<file path="src/rtl/assert_macros.svh">
// ----------------------------------------------------------------------------
// Assertion macros
// Shared concurrent assertion forms for the pair-sum query block.
// ----------------------------------------------------------------------------
`ifndef ASSERT_MACROS_SVH
`define ASSERT_MACROS_SVH
`ifndef NO_ASSERTIONS
// A property that must hold at every clock edge outside reset.
`define SPSQ_ASSERT(lbl, clk, rst_n, prop) \
	lbl: assert property (@(posedge clk) disable iff (!rst_n) (prop)) \
		else $error("assertion failed");
// An implication checked in the same cycle.
`define SPSQ_ASSERT_IMP(lbl, clk, rst_n, ante, cons) \
	lbl: assert property (@(posedge clk) disable iff (!rst_n) (ante) |-> (cons)) \
		else $error("assertion failed");
// An implication whose consequent is checked in the next cycle.
`define SPSQ_ASSERT_NXT(lbl, clk, rst_n, ante, cons) \
	lbl: assert property (@(posedge clk) disable iff (!rst_n) (ante) |=> (cons)) \
		else $error("assertion failed");
`else
`define SPSQ_ASSERT(lbl, clk, rst_n, prop)
`define SPSQ_ASSERT_IMP(lbl, clk, rst_n, ante, cons)
`define SPSQ_ASSERT_NXT(lbl, clk, rst_n, ante, cons)
`endif
`endif

</file>
<file path="src/rtl/spsq_pkg.sv">
// ----------------------------------------------------------------------------
// spsq_pkg
// Types and constants of the sorted pair-sum query block.
// ----------------------------------------------------------------------------
`default_nettype none

package spsq_pkg;

	localparam int VALUE_W = 32;

	typedef enum logic [1:0] {
		OP_CLEAR = 2'd0,
		OP_LOAD  = 2'd1,
		OP_QUERY = 2'd2
	} op_t;

	typedef struct packed {
		op_t                       op;
		logic signed [VALUE_W-1:0] value;
	} cmd_t;

	typedef struct packed {
		logic                      found;
		logic signed [VALUE_W-1:0] first_value;
		logic signed [VALUE_W-1:0] second_value;
	} res_t;

	typedef enum logic [3:0] {
		ST_IDLE,
		ST_INS_RD,
		ST_INS_CMP,
		ST_Q_RD,
		ST_Q_CMP,
		ST_Q_SUB,
		ST_P_RD,
		ST_P_CMP,
		ST_FINISH
	} state_t;

endpackage

`default_nettype wire

</file>
<file path="src/rtl/spsq_alu.sv">
// ----------------------------------------------------------------------------
// spsq_alu
// Shared signed subtract and compare unit.
// ----------------------------------------------------------------------------
`default_nettype none

module spsq_alu (
	input  wire logic signed [spsq_pkg::VALUE_W-1:0] x,
	input  wire logic signed [spsq_pkg::VALUE_W-1:0] y,
	output logic      signed [spsq_pkg::VALUE_W:0]   diff,
	output logic                                     lt,
	output logic                                     eq
);

	// The difference is one bit wider, so it never wraps.
	assign diff = {x[spsq_pkg::VALUE_W-1], x} - {y[spsq_pkg::VALUE_W-1], y};
	assign lt   = diff[spsq_pkg::VALUE_W];
	assign eq   = (x == y);

endmodule

`default_nettype wire

</file>
<file path="config.mk">
export PLATFORM = sky130hd
export DESIGN_NAME = spsq_alu
export DESIGN_NICKNAME = d
export VERILOG_FILES = /design/src/rtl/assert_macros.svh /design/src/rtl/spsq_pkg.sv /design/src/rtl/spsq_alu.sv
export SDC_FILE = /design/constraint.sdc
export NUM_CORES = 1
export LEC_CHECK = 0
export BUFFER_PORTS_ARGS = -buffer_cell sky130_fd_sc_hd__buf_2
export CAP_MARGIN = 20
export CORE_ASPECT_RATIO = 0.7
export CORE_MARGIN = 2
export CORE_UTILIZATION = 45
export DETAILED_ROUTE_END_ITERATION = 16
export GPL_TIMING_DRIVEN = 0
export PLACE_DENSITY = 0.84
export SLEW_MARGIN = 20
export SYNTH_ARGS = -nofsm -noshare
export SYNTH_HDL_FRONTEND = slang
export SYNTH_SLANG_ARGS = --single-unit
</file>
<file path="constraint.sdc">
create_clock -name vclk -period 3.1
set_input_delay 0.775 -clock vclk [all_inputs]
set_output_delay 0.775 -clock vclk [all_outputs]
set_load 0.05 [all_outputs]
</file>
==> impl_results.rst, run 1 <==
.. list-table::
   :header-rows: 1

   * - Metric
     - Value
   * - Count of distinct cell types in the synthesized netlist
     - 55
   * - Halt point of the flow
     - global routing (5_1_grt)
   * - Tool error
     - [ERROR DPL-0038] Utilization greater than 100%, impossible to legalize
   * - Place WS
     - -0.685 ns
   * - GP Congestion
     - between 0.9 and 1
   * - Warnings, synthesis
     - 0
   * - Post-detail-place hpwl
     - 6.03 mm
   * - Number of top-level pins
     - 99
   * - Worst endpoint left by the global-route repair_timing run
     - diff[32]
   * - Post-synthesis instance area
     - 0.00216 mm^2
   * - Cell count after placement
     - between 400 and 500
   * - IO Port Bufs
     - just under 100
   * - Mean instance size in the synthesized netlist
     - 6.59 um^2
   * - Cells after synthesis
     - 328
   * - Share of synthesized area occupied by flip-flops and latches
     - 0%
   * - Post-Syn Nets
     - 425
   * - Starting density of the core
     - ~46%
   * - Largest net degree at the start of global routing
     - 11
   * - Worst-path endpoint category
     - top-level output
   * - Placement Rows
     - 21
   * - Chip Height
     - 62.0 um
   * - Die W
     - 86.8 um
   * - Result of the run
     - did not finish
[stage by stage]
stage	cell area, um^2	hold WS (ns)	utilization, %
4_1_cts	4610	1.97	98.1
3_3_place_gp	3690	2.01	78.5
3_5_place_dp	3690	2.01	78.5
2_1_floorplan	3130	1.84	-
[cell families after synthesis]
group	after synthesis	synth area share, %
compound gates	103	32.1
xor+xnor	24	9.72
fa+ha+maj	33	19.4
buf+inv	52	9.72
simple gates	116	29.0
[cell usage after synthesis, types with 4 or more instances]
cell type / number / area, um^2
nand4_1: 8 / 50.1
clkbuf_1: 4 / 15.0
o21ai_1: 6 / 30.0
nand3_1: 14 / 70.1
a31oi_1: 8 / 50.1
and2_1: 8 / 50.1
a21oi_1: 25 / 125
a21boi_0: 5 / 37.5
nor2_1: 19 / 71.3
ha_1: 32 / 400
nand2_1: 29 / 109
buf_2: 6 / 30.0
a21o_1: 11 / 82.6
xor2_1: 7 / 61.3
xnor2_1: 17 / 149
o211ai_1: 4 / 30.0
o21ai_0: 16 / 80.1
inv_1: 40 / 150
a311oi_1: 4 / 35.0
nand2b_1: 9 / 56.3
[repair_timing]
item / in CTS
buffers inserted: 36
resized for setup: 158
endpoints found under the setup margin: 28
hold buffers: 0
pin swaps: 78
==> run 2: changes to the inputs <==
--- a/config.mk
+++ b/config.mk
@@ -7,12 +7,11 @@
 export LEC_CHECK = 0
 export BUFFER_PORTS_ARGS = -buffer_cell sky130_fd_sc_hd__buf_2
 export CAP_MARGIN = 20
-export CORE_ASPECT_RATIO = 0.7
 export CORE_MARGIN = 2
-export CORE_UTILIZATION = 45
+export CORE_UTILIZATION = 35
 export DETAILED_ROUTE_END_ITERATION = 16
 export GPL_TIMING_DRIVEN = 0
-export PLACE_DENSITY = 0.84
+export PLACE_DENSITY_LB_ADDON = 0.15
 export SLEW_MARGIN = 20
 export SYNTH_ARGS = -nofsm -noshare
 export SYNTH_HDL_FRONTEND = slang
==> constraint.sdc (replaced) <==
create_clock -name vclk -period 4
set_input_delay 1 -clock vclk [all_inputs]
set_output_delay 1 -clock vclk [all_outputs]
set_load 0.05 [all_outputs]
==> run 2 against run 1 <==
  * The flow now finishes, with violations (setup timing)
  * Synthesized cell count unchanged
  * Area after synthesis unchanged
==> impl_results.rst, run 2 <==
.. list-table::
   :header-rows: 1

   * - Metric
     - Value
   * - Met1 layer usage reported by global route
     - 25.4%
   * - Violation count after the first detailed-route iteration
     - 95
   * - IR drop worst, VDD
     - about 160 uV
   * - RSZ-0062 raised after global routing
     - true
   * - Via count of the first global-routing pass
     - 2298
   * - Setup-violating endpoint count in the final report
     - 1
   * - Detailed-route wire length per cell
     - 12.8 um
   * - Count of distinct cell types in the synthesized netlist
     - 55
   * - Fin. max-slew vios
     - 0
   * - Arrival @ worst endpoint
     - 3.00 ns
   * - Final cell count without fillers
     - 511
   * - Antenna diode count
     - 0
   * - Most area-hungry cell type in the Yosys netlist
     - ha_1
   * - Final worst setup slack
     - -0.00187 ns
   * - Max cap viols
     - 0
   * - Time the worst path needs with I/O delays and setup
     - between 4 and 5 ns
   * - Layout overhead on the synthesized area
     - 57.5%
   * - Post-Syn Nets
     - roughly 430
   * - Pwr/cell area
     - about 260 mW/mm^2
   * - Final-report hold violation count
     - 0
   * - First-pass DRT Iterations
     - 4
   * - Result of the run
     - finished, violations left
   * - Chip Height
     - 82.6 um
   * - Post-detail-place hpwl
     - 5.23 mm
   * - Area of all sequential standard cells
     - 0 um^2
   * - Die area
     - 0.00682 mm^2
   * - Critical path endpoint category
     - output pin
   * - GR Util All Layers
     - 17.5%
   * - Area share of the largest cell type after synthesis
     - 18.5%
   * - Post-route fraction of the period consumed by the critical path
     - 100%
   * - Worst hold margin
     - 2.43 ns
   * - Most frequent standard cell in the layout excluding fill and tap cells
     - buf_2
   * - Worst hold path type
     - input port to output pin
   * - IO Port Bufs
     - between 90 and 100
   * - Layout clock buffer count
     - 0
   * - Data required time at the worst endpoint
     - 3.00 ns
   * - Post-Route WL
     - 6.56 mm
   * - Met3 Usage GRT
     - 0.217%
   * - First-pass GRT wire length
     - approximately 9.9 mm
   * - Lkg Pwr
     - about 1.7 nW
   * - Instance area after placement
     - 0.00287 mm^2
   * - Most instantiated library cell after synthesis
     - inv_1
   * - Number of top-level pins
     - 99
   * - Most crowded layer after global routing
     - met2
   * - Cell count after placement
     - 502
   * - Ranking of synthesized cells by area
     - ha_1 (19%), inv_1 (6.9%), xnor2_1 (6.9%)
   * - Violations in the final reports
     - setup timing
   * - Cells after synthesis
     - 328
   * - Most frequent cells in the layout
     - buf_2 (83), inv_1 (39), nand2_1 (26)
   * - Initial antenna violation count
     - 0
   * - Top fanout value on the critical path
     - 4
   * - Largest net degree at the start of global routing
     - 11
   * - Share of post-route cells with drive strength above 1
     - 45.0%
   * - Place WS
     - -0.335 ns
   * - Final net count
     - 535
   * - Grt ovf
     - 0
   * - Antenna-violating nets left
     - 0
   * - Starting density of the core
     - 36.3%
   * - Critical path type
     - input port to output pin
   * - Warnings, synthesis
     - 0
   * - Total negative setup slack
     - -0.00187 ns
   * - Std-Cell Core Area
     - 0.00596 mm^2
   * - Max Clk Rate
     - 0.250 GHz
   * - Number of hold-repair buffers added at the cts stage
     - 0
   * - Share of synthesized area occupied by flip-flops and latches
     - 0%
   * - Startpoint type of the worst setup path
     - input port
   * - Summed area of non-filler cells in the final layout
     - 0.00341 mm^2
   * - Actual slew at the worst max-slew pin
     - roughly 0.48 ns
   * - Die W
     - 82.6 um
   * - GP Congestion
     - approximately 0.83
   * - Post-synthesis instance area
     - between 0.002 and 0.0025 mm^2
   * - Mean instance size in the synthesized netlist
     - roughly 6.6 um^2
   * - Total via count after detailed routing
     - 2719
   * - DRC violation count after routing
     - 0
   * - Max-slew headroom
     - 67.8%
   * - Global Route met2 Usage
     - 30.7%
   * - Via-per-instance ratio
     - 5.32
   * - Commonest cells post-synth
     - inv_1 (40), ha_1 (32), nand2_1 (29)
   * - Placement Rows
     - 28
   * - Flip-flop and latch count
     - 0
## run 2: cell counts after synthesis
No cell type changed its count.
## run 2: what timing repair did
| action | 4_1_cts | 5_1_grt |
|---|---|---|
| setup buffers | 3 | 10 |
| pin swaps | 8 | 18 |
| resized for setup | 41 | 68 |
| endpoints found under the setup margin | 15 | 20 |
| endpoints found under the hold margin | 0 | 0 |
## run 2: final timing paths
| check | slack, ns | to | startpoint | depth (start not counted) |
|---|---|---|---|---|
| worst max-delay path | -0.002 | diff[26] | x[0] | 13 |
| worst min-delay path | 2.43 | diff[0] | y[0] | 4 |
## run 2: worst max-delay path, stage by stage
cell,delay (ns)
buf_6,0.08
inv_4,0.03
ha_4,0.15
fa_2,0.36
nand2b_4,0.16
a21oi_4,0.17
o31ai_4,0.08
buf_12,0.14
buf_12,0.11
o21ai_4,0.20
a31oi_2,0.16
xnor2_2,0.18
buf_6,0.18
## run 2: cells by family (layout without fill, tap and decap cells)
family	after synthesis	count (layout)	share of synthesized area, %
buffers and inverters	52	160	9.72
AND/OR/NAND/NOR	116	116	29.0
XOR/XNOR	24	24	9.72
AO/OA/AOI/OAI	103	103	32.1
adder cells (fa/ha/maj)	33	33	19.4
## run 2: layer usage
metal	share of wire, %	vias to the layer above
met4	0	0
li1	-	1401
met2	48	71
met3	4.8	0
met5	0	-
met1	47	1247
## run 2: area by class of cell
| class | instances | area (um^2) |
|---|---|---|
| inverter | 40 | 153 |
| multi-input combinational | 276 | 2390 |
| tap | 75 | 93.8 |
| fill | 625 | 2550 |
| timing repair buffer | 110 | 699 |
| buffer | 10 | 71.3 |
## run 2: through the flow
stage / power [mW] / utilization [%]
final: 0.878 / 57.2
after floorplan: 0.595 / -
after global placement: 0.751 / 48.1
after CTS: 0.804 / 51.4
after global routing: 0.935 / 57.2
after detailed placement: 0.755 / 48.1
## run 2: power breakdown
group	switching [mW]	internal [mW]	total, mW
sequential	0	0	0
clock	0	0	0
combinational	0.568	0.310	0.878
No activity file was read; power rests on OpenSTA's default activity.
